**config.mk**
```make
export PLATFORM = sky130hd
export DESIGN_NAME = lsc_lane
export DESIGN_NICKNAME = d
export VERILOG_FILES = /design/src/lsc_pkg.sv /design/src/lsc_div.sv /design/src/lsc_lane.sv
export SDC_FILE = /design/constraint.sdc
export NUM_CORES = 1
export LEC_CHECK = 0
export BUFFER_PORTS_ARGS = -buffer_cell sky130_fd_sc_hd__clkbuf_2
export CORE_MARGIN = 4
export CORE_UTILIZATION = 35
export DETAILED_ROUTE_END_ITERATION = 16
export SLEW_MARGIN = 20
export SYNTH_ARGS = -nofsm -noshare
export SYNTH_HDL_FRONTEND = slang
export SYNTH_SLANG_ARGS = --single-unit
```
**constraint.sdc**
```tcl
create_clock -name i_clk -period 18.7 [get_ports i_clk]
set_input_delay 3.74 -clock i_clk [delete_from_list [all_inputs] [get_ports i_clk]]
set_output_delay 3.74 -clock i_clk [all_outputs]
set_load 0.02 [all_outputs]
```
**src/lsc_pkg.sv**
```systemverilog
package lsc_pkg;

    localparam int SAMPLE_BITS = 12;
    localparam int FRAC_BITS   = 15;
    localparam int NUM_CH      = 4;
    localparam int DARK_W      = FRAC_BITS + 1;
    localparam int LEVELS_W    = NUM_CH * SAMPLE_BITS;
    localparam int CFG_W       = LEVELS_W;
    localparam int CFG_IDX_W   = 2;

    localparam logic [CFG_IDX_W-1:0] CFG_WHITE  = 2'd0;
    localparam logic [CFG_IDX_W-1:0] CFG_BLACK  = 2'd1;
    localparam logic [CFG_IDX_W-1:0] CFG_MINSIG = 2'd2;

    localparam logic [DARK_W-1:0] DARK_ONE = DARK_W'(1) << FRAC_BITS;

    typedef struct packed {
        logic [SAMPLE_BITS-1:0] sample_0;
        logic [SAMPLE_BITS-1:0] sample_1;
        logic [SAMPLE_BITS-1:0] sample_2;
        logic [SAMPLE_BITS-1:0] sample_3;
    } t_in;

    typedef struct packed {
        logic [DARK_W-1:0]        dark_0;
        logic [DARK_W-1:0]        dark_1;
        logic [DARK_W-1:0]        dark_2;
        logic [DARK_W-1:0]        dark_3;
        logic [DARK_W-1:0]        signal_strength;
        logic signed [DARK_W-1:0] position_error;
        logic                     line_detected;
    } t_out;

endpackage

```
**src/lsc_div.sv**
```systemverilog
module lsc_div #(
    parameter int NW = 12,
    parameter int QW = 16,
    parameter int PW = 2
) (
    input  logic          i_clk,
    input  logic          i_rst_n,
    input  logic          i_en,
    input  logic          i_valid,
    input  logic [NW-1:0] i_num,
    input  logic [NW-1:0] i_den,
    input  logic [PW-1:0] i_pay,
    output logic          o_valid,
    output logic [QW-1:0] o_quo,
    output logic [PW-1:0] o_pay
);
    logic          r_v   [QW];
    logic [NW-1:0] r_rem [QW];
    logic [NW-1:0] r_den [QW];
    logic [QW-1:0] r_q   [QW];
    logic [PW-1:0] r_pay [QW];

    for (genvar k = 0; k < QW; k++) begin : g_stage
        logic [NW:0]   w_rin;
        logic [NW:0]   w_sub;
        logic [NW-1:0] w_den;
        logic [QW-1:0] w_qin;
        logic          w_bit;
        logic          w_vin;
        logic [PW-1:0] w_pin;

        if (k == 0) begin : g_first
            assign w_rin = {1'b0, i_num};
            assign w_den = i_den;
            assign w_qin = '0;
            assign w_vin = i_valid;
            assign w_pin = i_pay;
        end else begin : g_next
            assign w_rin = {r_rem[k-1], 1'b0};
            assign w_den = r_den[k-1];
            assign w_qin = r_q[k-1];
            assign w_vin = r_v[k-1];
            assign w_pin = r_pay[k-1];
        end

        assign w_sub = w_rin - {1'b0, w_den};
        assign w_bit = ~w_sub[NW];

        always_ff @(posedge i_clk) begin
            if (!i_rst_n) begin
                r_v[k] <= 1'b0;
            end else if (i_en) begin
                r_v[k] <= w_vin;
            end
        end

        always_ff @(posedge i_clk) begin
            if (i_en) begin
                r_rem[k] <= w_bit ? w_sub[NW-1:0] : w_rin[NW-1:0];
                r_den[k] <= w_den;
                r_q[k]   <= {w_qin[QW-2:0], w_bit};
                r_pay[k] <= w_pin;
            end
        end
    end

    assign o_valid = r_v[QW-1];
    assign o_quo   = r_q[QW-1];
    assign o_pay   = r_pay[QW-1];
endmodule

```
**src/lsc_lane.sv**
```systemverilog
module lsc_lane (
    input  logic                        i_clk,
    input  logic                        i_rst_n,
    input  logic                        i_en,
    input  logic                        i_valid,
    input  logic [lsc_pkg::SAMPLE_BITS-1:0] i_sample,
    input  logic [lsc_pkg::SAMPLE_BITS-1:0] i_white,
    input  logic [lsc_pkg::SAMPLE_BITS-1:0] i_black,
    output logic                        o_valid,
    output logic [lsc_pkg::DARK_W-1:0]  o_dark
);
    import lsc_pkg::*;

    logic [SAMPLE_BITS-1:0] w_lo, w_hi, w_span, w_off;
    logic                   w_zero, w_sat;
    logic [1:0]             w_flags;
    logic [DARK_W-1:0]      w_q;

    always_comb begin
        w_lo   = (i_black < i_white) ? i_black : i_white;
        w_hi   = (i_black < i_white) ? i_white : i_black;
        w_span = (w_hi == w_lo) ? SAMPLE_BITS'(1) : (w_hi - w_lo);
        w_zero = (i_sample <= w_lo);
        w_off  = w_zero ? '0 : (i_sample - w_lo);
        w_sat  = (w_off >= w_span);
    end

    lsc_div #(.NW(SAMPLE_BITS), .QW(DARK_W), .PW(2)) u_div (
        .i_clk   (i_clk),
        .i_rst_n (i_rst_n),
        .i_en    (i_en),
        .i_valid (i_valid),
        .i_num   (w_off),
        .i_den   (w_span),
        .i_pay   ({w_zero, w_sat}),
        .o_valid (o_valid),
        .o_quo   (w_q),
        .o_pay   (w_flags)
    );

    assign o_dark = w_flags[1] ? '0 : (w_flags[0] ? DARK_ONE : w_q);
endmodule

```
# --- After elaboration in Yosys (flattened, before gate mapping) ---
# Memories as Yosys holds them, arrays and structs flattened.
# Cells that the tools add are included.
totals:
  ff_bits: 0
  latch_bits: 0
  ramBits: 688
  mem_bits_ro: 0
  in_bits: 40
  out_inout_bits: 17
  wordCells: 102
  n_memories: 5
memory_table:
  columns: ["memory", "depth", "width", "read_ports", "rd_clocked_by_memory_dff", "wr", "line", "rtl"]
  rows:
  - ["u_div.r_q", 16, 16, 16, 0, 16, "lsc_div.sv:20", "logic [QW-1:0] r_q [QW];"]
  - ["u_div.r_den", 16, 12, 15, 0, 16, "lsc_div.sv:19", "logic [NW-1:0] r_den [QW];"]
  - ["u_div.r_rem", 16, 12, 15, 0, 16, "lsc_div.sv:18", "logic [NW-1:0] r_rem [QW];"]
  - ["u_div.r_pay", 16, 2, 16, 0, 16, "lsc_div.sv:21", "logic [PW-1:0] r_pay [QW];"]
  - ["u_div.r_v", 16, 1, 16, 0, 16, "lsc_div.sv:17", "logic r_v [QW];"]
classes:
  add_sub_neg: 18
  n_mul: 0
  n_div: 0
  n_lt_le_gt_ge: 3
  n_eq_ne: 1
  shift: 0
  muxes: 43
  bitwise_logic: 32
  n_reduce_logical: 0
op_table:
  columns: ["operator", "n"]
  rows:
  - ["$mux 12", 20]
  - ["$sub 13x12->13", 15]
  - ["$mux 16", 2]
  - ["$sub 12x12->12", 2]
  - ["$mux 1", 21]
  - ["$not 1->1", 16]
  - ["$or 1x1->1", 16]
  - ["$sub 12x12->13", 1]
  - ["$eq 12x12->1", 1]
  - ["$ge 12x12->1", 1]
  - ["$le 12x12->1", 1]
  - ["$lt 12x12->1", 1]

# --- Logic depth before layout (Yosys ltp) ---
# Gate-level depths: netlist (run 1).
logic_depth:
  depth_word: 6
  depth_mapped: 31
  mapped_depth_nobuf: 29

# --- By module ---
# From an unflattened synthesis (run 1), not the netlist that was laid out.
unflattened:
  cells_unflattened: 2425
  hier_area_um2: 30220.2
by_module_without_submodules:
  columns: ["mod", "n_inst", "cells_each", "area_per_inst_um2", "seq_area_each_um2"]
  rows:
  - ["lsc_div", 1, 2086, 27988.1, 16325.7]
  - ["lsc_lane", 1, 339, 2232.1, 0.0]

# --- Least setup slack after synthesis (run 1) ---
# Ideal clock, no wire load.
synth_timing:
  path_type: "input-to-reg"
  start: "input port i_white[7] (netlist bit)"
  end: "memory u_div.r_rem[0][2], data pin"
  setup_ns: 0.260
  t_arrival_ns: 9.564
  t_required_ns: 18.440
  path_slack_ns: 8.876
  cell_stages: 28
  n_path_buf: 2
  cell_sequence: "inv_1 ha_1 a21oi_1 o21ai_1 and2b_1 buf_6 nor3_4 clkbuf_1 nand2_1 o21ai_0 inv_1 ha_1 nor2b_1 o21ai_0 a21oi_1 or3_1 a32o_1 a31o_2 or2_2 xnor2_1 nor2_1 ha_1 a21o_1 a21o_1 a21o_1 o41ai_4 clkinv_1 mux2_2"
synth_rtl:
  columns: ["item", "line", "rtl"]
  rows:
  - ["from (decl)", "lsc_lane.sv:7", "input logic [lsc_pkg::SAMPLE_BITS-1:0] i_white,"]
  - ["to (decl)", "lsc_div.sv:18", null]

==> results.py, run 1 <==
metrics = {
    "grt": {
        "grt_max_degree": 161,
        "grt_use_total_pct": 12.0,
        "grt_pass1_wl_um": 87900,
        "antenna_found_initial": 0,
        "grt-ovfl-total": 0,
        "grt_pass1_vias": 18200,
    },
    "drt": {
        "drt_iter0_drc": 931,
        "viasPerCell": 4.98,
        "drc": 0,
        "drt_wl_total_um": 52800,
        "wl_per_cell_um": 14.9,
        "postRouteAntennaNets": 0,
        "first_pass_iters": 7,
        "vias": 17700,
    },
    "critical_path": {
        "path_common_cell": "o21ai_1",
        "crit_required_ns": 19.03,
        "reg2reg_depth": 10,
        "end_kind": "flip-flop",
        "critPathMaxFanout": 17,
        "cp.arrival_ns": 10.73,
        "path_class": "input port to flip-flop",
        "crit_buf_inv": 3,
        "worstReg2RegEnd": "u_div.r_rem[1][11]",
        "slowest_delay_ns": 0.69,
        "regToRegSetupSlack_ns": 14.54,
        "r2r_start": "u_div.r_rem[0][1]",
        "startpoint_type": "input port",
        "cp_top_family": "compound AO/OA/AOI/OAI gates",
        "slowest_stage": "nor3_4",
    },
    "clock_tree": {
        "cts_max_level": 2,
        "ctsHoldBuffers": 0,
        "clkSinkCount": 544,
        "cts_setup_buffers": 0,
        "cts-root-buf": "clkbuf_16",
        "cts_inserted_buffers": 56,
        "cts_tree": "yes",
        "clk_pin_slew_worst_paths_ns": 0.06,
        "cts_resized": 0,
        "insertion_delay_ns": 0.62,
        "clockBufferDepth": 3,
    },
    "cells_and_area": {
        "final_cell_count_no_fill": 3545,
        "drive_gt1_share_pct": 12.1,
        "post-route-util_pct": 39.4,
        "num-fill-cells": 7697,
        "seq_area_um2": 16300,
        "diodes": 0,
        "area_delta_synth_final_pct": 11.8,
        "multi_input_area_um2": 11300,
        "nNetsFinal": 2684,
    },
    "yosys": {
        "yosysSeqAreaShare_pct": 56.5,
        "syn_inst": 2337,
        "async_flop_share_pct": 0,
        "synth_area_um2": 28900,
        "synth_common_cells": "543 x edfxtp_1, 289 x inv_1, 200 x ha_1",
        "synth_edf_count": 543,
        "ys_types": 89,
        "synth_top_area_cell": "edfxtp_1",
        "ys_warn_count": 0,
        "yosys.area.top_type_share_pct": 56.4,
        "avgSynthCellArea_um2": 12.4,
        "yosys-top-cells-area": "edfxtp_1 56%, ha_1 8.7%, inv_1 3.8%, mux2_2 3.7%, xnor2_1 2.7%",
        "ys_ff_latch": 544,
        "synthFlopType": "edfxtp_1",
        "syn-num-nets": 2593,
        "synth.most_common_cell": "edfxtp_1",
    },
    "placement": {
        "gp_congestion": 0.838,
        "io_buffers": 56,
        "dp_cells": 3439,
        "dp_hpwl_um": 38600,
    },
    "worst_hold_path": {
        "min_from": "u_div.r_q[0][33]",
        "hold_path_class": "flip-flop to flip-flop",
        "hold_path_end": "u_div.r_q[0][50]",
        "hold_depth": 0,
    },
    "sta": {
        "tightest_slew_ns": 1.11,
        "hold_violations": 0,
        "fmax_ghz": 0.0962,
        "slew_headroom_pct": 25.8,
        "setup_violations": 0,
        "setup_tns_ns": 0,
        "fin_crit_ns": 10.39,
        "rsz0062_at_grt": "no",
        "drv_slew": 0,
        "fin_crit_sh_pct": 55.6,
        "fin_skew_ns": 0.0379,
    },
    "die": {
        "start_util_pct": 35.3,
        "dieArea_um2": 87300,
        "die_x_um": 295,
        "core_area_um2": 82000,
        "die_y_um": 295,
        "row_count": 105,
        "pin_count": 57,
    },
    "job": {
        "drv_cap": 0,
    },
    "power": {
        "p_per_area_nw_per_um2": 164,
        "ir_drop_uv": 91.7,
        "power.leakage_uw": 0.0129,
    },
    "run_status": {
        "outcome": "finished clean",
    },
}
[kinds of logic (layout without fill, tap and decap cells)]
family	count (synthesis)	count (layout)	share of synthesized area (%)
AND/OR/NAND/NOR	571	571	10.2
flip-flops	544	544	56.5
AO/OA/AOI/OAI	424	424	10.3
buffers and inverters	326	464	4.42
adder cells (fa/ha/maj)	216	216	9.76
multiplexers	137	137	5.15
XOR/XNOR	119	119	3.61
[sequential cells by signal, summed over array words and instances, names as in the netlist]
| name | count |
|---|---|
| u_div.r_pay | 32 |
| u_div.r_den | 180 |
| u_div.r_rem | 180 |
| u_div.r_v | 16 |
| u_div.r_q | 136 |
[layer usage]
layer,wire [um],share of wire [%],track usage (%),vias to the layer above
met3,1780,3.4,1.94,110
met4,1310,2.5,3.59,0
met5,0,0,0,-
li1,-,-,-,8756
met1,22700,43,14.5,8513
met2,27000,51,22.1,285
[where the power goes]
part	internal [uW]	total, uW	switching, uW
Combinational	1060	2250	1190
Sequential	1820	1960	144
Clock	647	1100	457
Total	3520	5310	1790
[layout make-up]
class	count	area share, %
Timing Repair Buffer	69	1.30
Clock inverter	34	1.12
Tap cell	1070	4.14
Clock buffer	71	4.60
Multi-Input combinational cell	1467	35.0
Sequential cell	544	50.5
Inverter	290	3.37
[layout by cell type, fill, tap and decap left out, drive strengths merged, types with 24 or more instances in the layout]
cell,instances
inv,289
nand3,28
nor2b,68
nor2,166
mux2,94
xnor2,88
a21boi,49
mux2i,43
o21ai,115
a21oi,61
and3,33
xor2,31
nor3,63
and2,41
o21a,32
nand2,92
edfxtp,543
clkinv,28
clkbuf,126
o41ai,24
ha,200
[how the worst max path moves through the flow]
| stage | cells past startpoint | slack (ns) | endpoint | start |
|---|---|---|---|---|
| after floorplan | 28 | 8.88 | u_div.r_rem[0][2] | i_white[7] |
| final | 27 | 8.31 | u_div.r_rem[0][6] | i_white[5] |
| after global placement | 27 | 7.94 | u_div.r_rem[0][3] | i_white[7] |
| after global routing | 27 | 7.83 | u_div.r_rem[0][6] | i_white[7] |
| after detailed placement | 27 | 7.75 | u_div.r_rem[0][6] | i_white[7] |
| after CTS | 27 | 8.37 | u_div.r_rem[0][2] | i_white[7] |
[through the flow]
step / hold slack, ns / cell area, um^2 / total power (uW) / worst slack (ns)
floorplan: 0.400 / 28900 / 3700 / 8.88
global placement: 0.401 / 30500 / 4140 / 7.94
detailed placement: 0.405 / 30500 / 4230 / 7.75
CTS: 0.380 / 32300 / 5370 / 8.37
global route: 0.396 / 32300 / 5710 / 7.83
finish: 0.388 / 32300 / 5310 / 8.31
(Power assumes the default switching activity.)
==> run 2, diff against run 1 <==
--- a/config.mk
+++ b/config.mk
@@ -5,6 +5,7 @@
 export SDC_FILE = /design/constraint.sdc
 export NUM_CORES = 1
 export LEC_CHECK = 0
+export ABC_AREA = 1
 export BUFFER_PORTS_ARGS = -buffer_cell sky130_fd_sc_hd__clkbuf_2
 export CORE_MARGIN = 4
 export CORE_UTILIZATION = 35
==> constraint.sdc (replaced) <==
create_clock -name i_clk -period 10.6 [get_ports i_clk]
set_input_delay 2.12 -clock i_clk [delete_from_list [all_inputs] [get_ports i_clk]]
set_output_delay 2.12 -clock i_clk [all_outputs]
set_load 0.02 [all_outputs]
==> run 2 against run 1 <==
  * Non-clock buffer count down 8
  * Sequential share of layout area grew 1.4 points
  * Sequential cell count stayed put
  * Worst setup slack lost 5.2 ns
  * First-iteration DRC count decreased by 17%
  * Routed wire length fell by 9.7%
  * Clock power rose by 82%
  * Power grew 61%
  * Sequential power rose by 72%
  * Via count fell by 2.8%
  * Clock skew grew 0.0072 ns
  * Critical path type unchanged
  * Critical endpoint is now u_div.r_rem[0][7]
  * Largest power group is now registers
  * Highest routed layer unchanged
==> results.py, run 2 <==
metrics = {
    "run_status": {
        "outcome": "finished clean",
    },
    "critical_path": {
        "crit_required_ns": 10.93,
        "worstReg2RegEnd": "u_div.r_rem[9][9]",
        "cp_top_family": "compound AO/OA/AOI/OAI gates",
        "reg2reg_depth": 14,
        "crit_cells": 29,
        "slowest_delay_ns": 0.57,
        "crit_buf_inv": 4,
        "path_common_cell": "nand2_2",
        "regToRegSetupSlack_ns": 7.35,
        "r2r_start": "u_div.r_den[4][0]",
        "slowest_stage": "a21oi_2",
        "end_kind": "flip-flop",
        "startpoint_type": "input port",
        "critPathMaxFanout": 25,
        "cp.arrival_ns": 7.85,
        "path_class": "input port to flip-flop",
    },
    "worst_hold_path": {
        "hold_path_end": "u_div.r_pay[0][14]",
        "hold_depth": 0,
        "hold_path_class": "flip-flop to flip-flop",
        "min_from": "u_div.r_pay[0][12]",
    },
    "yosys": {
        "yosysSeqAreaShare_pct": 58.1,
        "synth.most_common_cell": "edfxtp_1",
        "synth_top_family_by_area": "simple AND/OR/NAND/NOR gates",
        "synthAdderAreaFrac_pct": 10.1,
        "yosys-top-cells-area": "edfxtp_1 58%, ha_1 8.9%, nand2_1 6.3%, inv_1 5.1%, o21ai_0 3.5%",
        "synth_area_um2": 28100,
        "synth_top_area_cell": "edfxtp_1",
        "ys_types": 49,
        "syn_inst": 2589,
        "synthMuxAreaShare_pct": 0,
        "synth_xor_area_share_pct": 4.68,
        "synth_common_cells": "543 x edfxtp_1, 469 x nand2_1, 379 x inv_1",
        "synth_edf_count": 543,
        "async_flop_share_pct": 0,
        "ys_ff_latch": 544,
        "yosys.area.top_type_share_pct": 58.1,
        "ys_warn_count": 0,
        "synth_compound_area_share_pct": 9.91,
        "syn-num-nets": 2845,
        "avgSynthCellArea_um2": 10.8,
        "synth_simple_gate_area_share_pct": 11.3,
        "synthFlopType": "edfxtp_1",
    },
    "clock_tree": {
        "clk_pin_slew_worst_paths_ns": 0.06,
        "cts_setup_buffers": 0,
        "ctsHoldBuffers": 0,
        "cts_inserted_buffers": 56,
        "cts-root-buf": "clkbuf_16",
        "clockBufferDepth": 3,
        "cts_max_level": 2,
        "insertion_delay_ns": 0.61,
        "cts_resized": 0,
        "cts_tree": "yes",
        "clkSinkCount": 544,
    },
    "drt": {
        "drc": 0,
        "viasPerCell": 4.56,
        "first_pass_iters": 4,
        "drt_iter0_drc": 772,
        "wl_per_cell_um": 12.6,
        "vias": 17200,
        "drt_wl_total_um": 47600,
        "postRouteAntennaNets": 0,
    },
    "sta": {
        "rsz0062_at_grt": "no",
        "hold_violations": 0,
        "fin_skew_ns": 0.0451,
        "fmax_ghz": 0.133,
        "setup_violations": 0,
        "drv_slew": 0,
        "fin_crit_sh_pct": 71.0,
        "fin_crit_ns": 7.53,
        "setup_tns_ns": 0,
        "slew_headroom_pct": 30.5,
        "tightest_slew_ns": 1.04,
    },
    "die": {
        "pin_count": 57,
        "row_count": 103,
        "start_util_pct": 35.4,
        "die_y_um": 291,
        "die_x_um": 291,
        "dieArea_um2": 84800,
        "core_area_um2": 79300,
    },
    "cells_and_area": {
        "num-fill-cells": 7587,
        "drive_gt1_share_pct": 7.99,
        "final_common_cell": "edfxtp_1",
        "final_cell_mix": "543 x edfxtp_1, 469 x nand2_1, 379 x inv_1, 200 x ha_1, 198 x o21ai_0",
        "diodes": 0,
        "reg.largest.list": "u_div.r_den (180), u_div.r_rem (180), u_div.r_q (136)",
        "area_delta_synth_final_pct": 12.0,
        "post-route-util_pct": 39.7,
        "nNetsFinal": 2927,
    },
    "job": {
        "drv_cap": 0,
    },
    "grt": {
        "grt_max_degree": 192,
        "antenna_found_initial": 0,
        "grt-ovfl-total": 0,
        "grt_pass1_vias": 17000,
        "grt_pass1_wl_um": 79600,
        "grt_use_total_pct": 11.1,
    },
    "power": {
        "power.leakage_uw": 0.0134,
        "p_per_area_nw_per_um2": 272,
        "ir_drop_uv": 154,
    },
    "placement": {
        "gp_congestion": 0.795,
        "io_buffers": 56,
        "dp_hpwl_um": 35700,
    },
}
## run 2: changes by cell type after synthesis, moves of 33 or more
cell and delta:
xor2_1 +67, mux2i_1 -43, inv_1 +90, nor3_1 -46, o21ai_0 +92, xnor2_1 -36, mux2_2 -94, nor2b_1 -68
and3_1 -33, nand2_1 +377, a21oi_1 +133, nor2_1 -39, and2_1 -40
## run 2: worst max-delay path by stage
stage                from                  to  slack, ns
6_report       i_white[6]   u_div.r_rem[0][7]       3.07
3_5_place_dp   i_white[6]   u_div.r_rem[0][7]       2.46
3_3_place_gp   i_white[6]   u_div.r_rem[0][7]       2.56
5_1_grt        i_white[6]   u_div.r_rem[0][7]       2.44
4_1_cts        i_white[6]   u_div.r_rem[0][7]       3.08
2_1_floorplan  i_white[6]  u_div.r_rem[0][11]       3.86
## run 2: metrics by stage
step                total power (uW)  worst slack [ns]  area, um^2  hold slack, ns  cells
floorplan                       5930              3.86       28100           0.400   2589
global placement                6540              2.56       29500           0.401   3663
detailed placement              6610              2.46       29500           0.405   3663
CTS                             8650              3.08       31500           0.383   3767
global route                    9280              2.44       31500           0.399   3767
finish                          8540              3.07       31500           0.392   3767
## run 2: cells by family (layout without fill, tap and decap cells)
kind of cell | count (synthesis) | after routing
AOI/OAI and AO/OA | 509 | 509
xor gates and xnor gates | 150 | 150
buffers and inverters | 426 | 554
adders and majority gates | 216 | 216
DFF | 544 | 544
and+or+nand+nor | 744 | 744
## run 2: final cells by class
| class | instances | area (um^2) | area share [%] |
|---|---|---|---|
| Clock buffer | 64 | 1450 | 4.62 |
| Clock inverter | 40 | 455 | 1.45 |
| Inverter | 389 | 1460 | 4.64 |
| Multi-Input combinational cell | 1619 | 10100 | 32.1 |
| Sequential cell | 544 | 16300 | 51.9 |
| Tap cell | 1050 | 1310 | 4.18 |
| Timing Repair Buffer | 61 | 340 | 1.08 |
## run 2: worst reg2reg max path: stages (launching register included)
cell and delay, ns:
edfxtp_1 0.44, fa_1 0.47, nand3b_1 0.17, nand2_1 0.11, a21oi_1 0.12, o21ai_1 0.22, a21boi_0 0.18, o21bai_1 0.19
a21oi_1 0.11, inv_1 0.06, nand2_1 0.05, nand2_1 0.35, inv_1 0.31, nand2_1 0.13, nand2_1 0.06
## run 2: routing by layer
| metal | track usage [%] | wire length [um] | up-vias |
|---|---|---|---|
| li1 | - | - | 9052 |
| met1 | 13.0 | 19900 | 7848 |
| met2 | 20.7 | 24800 | 178 |
| met3 | 1.75 | 1470 | 90 |
| met4 | 3.64 | 1520 | 0 |
| met5 | 0 | 0 | - |
## run 2: where the power goes
group          switching (uW)  internal, uW
Sequential                235          3150
Combinational            1930          1230
Clock                     801          1200
==> run 3, diff against run 2 <==
==> constraint.sdc (replaced) <==
create_clock -name i_clk -period 6.9 [get_ports i_clk]
set_input_delay 1.38 -clock i_clk [delete_from_list [all_inputs] [get_ports i_clk]]
set_output_delay 1.38 -clock i_clk [all_outputs]
set_load 0.02 [all_outputs]
==> run 3 against run 2 <==
  * Power grew 53%
  * Non-clock buffer count grew 3
  * Largest power group unchanged
  * Critical path depth grew 1
  * Sequential share of layout area is essentially flat
  * Utilization is essentially flat
==> results.py, run 3 (same netlist as run 2, synthesis figures left out) <==
metrics = {
    "run_status": {
        "outcome": "finished clean",
    },
    "die": {
        "row_count": 103,
        "pin_count": 57,
        "die_x_um": 291,
        "start_util_pct": 35.4,
        "dieArea_um2": 84800,
        "core_area_um2": 79300,
        "die_y_um": 291,
    },
    "critical_path": {
        "end_kind": "flip-flop",
        "startpoint_type": "input port",
        "path_class": "input port to flip-flop",
        "cp.arrival_ns": 6.37,
        "critPathMaxFanout": 16,
        "slowest_stage": "ha_1",
        "slowest_delay_ns": 0.41,
        "crit_required_ns": 7.24,
    },
    "drt": {
        "drc": 0,
        "first_pass_iters": 5,
        "drt_iter0_drc": 676,
        "wl_per_cell_um": 12.6,
        "viasPerCell": 4.57,
        "postRouteAntennaNets": 0,
        "drt_wl_total_um": 47500,
        "vias": 17200,
    },
    "sta": {
        "hold_violations": 0,
        "fin_skew_ns": 0.0276,
        "fin_crit_ns": 6.02,
        "fin_crit_sh_pct": 87.3,
        "setup_tns_ns": 0,
        "drv_slew": 0,
        "rsz0062_at_grt": "no",
        "slew_headroom_pct": 41.5,
        "tightest_slew_ns": 0.877,
        "fmax_ghz": 0.166,
        "setup_violations": 0,
        "setup_slack_ns": 0.877,
    },
    "grt": {
        "grt-ovfl-total": 0,
        "grt_use_total_pct": 11.2,
        "antenna_found_initial": 0,
        "grt_max_degree": 156,
        "grt_pass1_vias": 17100,
        "grt_pass1_wl_um": 79800,
    },
    "placement": {
        "dp_slack_ns": 0.314,
        "dp_hpwl_um": 35800,
        "gp_congestion": 0.815,
        "io_buffers": 56,
    },
    "power": {
        "p_per_area_nw_per_um2": 415,
        "ir_drop_uv": 192,
        "power.leakage_uw": 0.0134,
    },
    "cells_and_area": {
        "nNetsFinal": 2928,
        "reg.largest.list": "u_div.r_den (180), u_div.r_rem (180), u_div.r_q (136)",
        "num-fill-cells": 7623,
        "final_cell_mix": "543 x edfxtp_1, 469 x nand2_1, 379 x inv_1, 200 x ha_1, 198 x o21ai_0",
        "final_common_cell": "edfxtp_1",
        "multi_input_area_um2": 10100,
        "seq_area_um2": 16300,
        "area_delta_synth_final_pct": 11.9,
        "diodes": 0,
        "drive_gt1_share_pct": 8.06,
    },
    "clock_tree": {
        "cts_max_level": 2,
        "clk_pin_slew_worst_paths_ns": 0.07,
        "clockBufferDepth": 3,
        "cts-root-buf": "clkbuf_16",
        "cts_tree": "yes",
        "cts_resized": 0,
        "ctsHoldBuffers": 0,
        "cts_setup_buffers": 0,
        "insertion_delay_ns": 0.60,
        "clkSinkCount": 544,
        "cts_inserted_buffers": 54,
    },
    "worst_hold_path": {
        "hold_path_class": "flip-flop to flip-flop",
    },
    "job": {
        "drv_cap": 0,
    },
}
run 3: cell types whose count changed in the layout (fill, tap and decap cells not counted), moves of 2 or more:
cell / delta
clkbuf_1: -2
inv_6: -4
clkinv_4: +2
clkbuf_8: +3
bufinv_16: -2
buf_4: +2
run 3: cell type report:
class	instances	share of cell area (%)
Sequential cell	544	51.9
Multi-Input combinational cell	1619	32.2
Clock buffer	64	4.65
Inverter	389	4.65
Tap cell	1050	4.18
Clock inverter	38	1.24
Timing Repair Buffer	64	1.19
run 3: critical path, delay by kind of cell:
kind / cells / cell delay [ns]
buffers and inverters: 7 / 0.89
AOI/OAI and AO/OA: 6 / 1.33
and+or+nand+nor: 14 / 1.72
adders and majority gates: 3 / 1.02
run 3: routing by layer:
metal  GRT usage (%)  vias to the layer above  share of wire, %
met5               0                        -                 0
met2            21.1                      187                53
li1                -                     9082                 -
met3            1.88                       89               3.0
met4            3.62                        0               2.9
met1            12.7                     7874                41
run 3: final timing paths:
path,from,end,slack [ns],cells after the start
worst max-delay path,i_white[5],u_div.r_rem[0][11],0.88,30
worst min-delay path,u_div.r_pay[0][14],u_div.r_pay[1][0],0.40,0
worst max register to register,u_div.r_den[4][0],u_div.r_rem[9][3],3.66,14
worst min register to register,u_div.r_pay[0][14],u_div.r_pay[1][0],0.40,0
run 3: stage by stage:
stage	total power, uW	hold slack [ns]	utilization, %	cells	cell area (um^2)
floorplan	9100	0.400	-	2589	28100
global placement	10100	0.401	37.3	3666	29600
detailed placement	10200	0.405	37.3	3666	29600
CTS	13200	0.402	39.7	3768	31400
global route	14200	0.421	39.7	3768	31400
finish	13000	0.402	39.7	3768	31400
run 3: power breakdown:
| group | internal [uW] | total [uW] | switching [uW] | leakage, uW |
|---|---|---|---|---|
| logic | 1890 | 4840 | 2950 | 0.00710 |
| registers | 4830 | 5200 | 366 | 0.00537 |
| clock network | 1780 | 3000 | 1220 | 0.000912 |
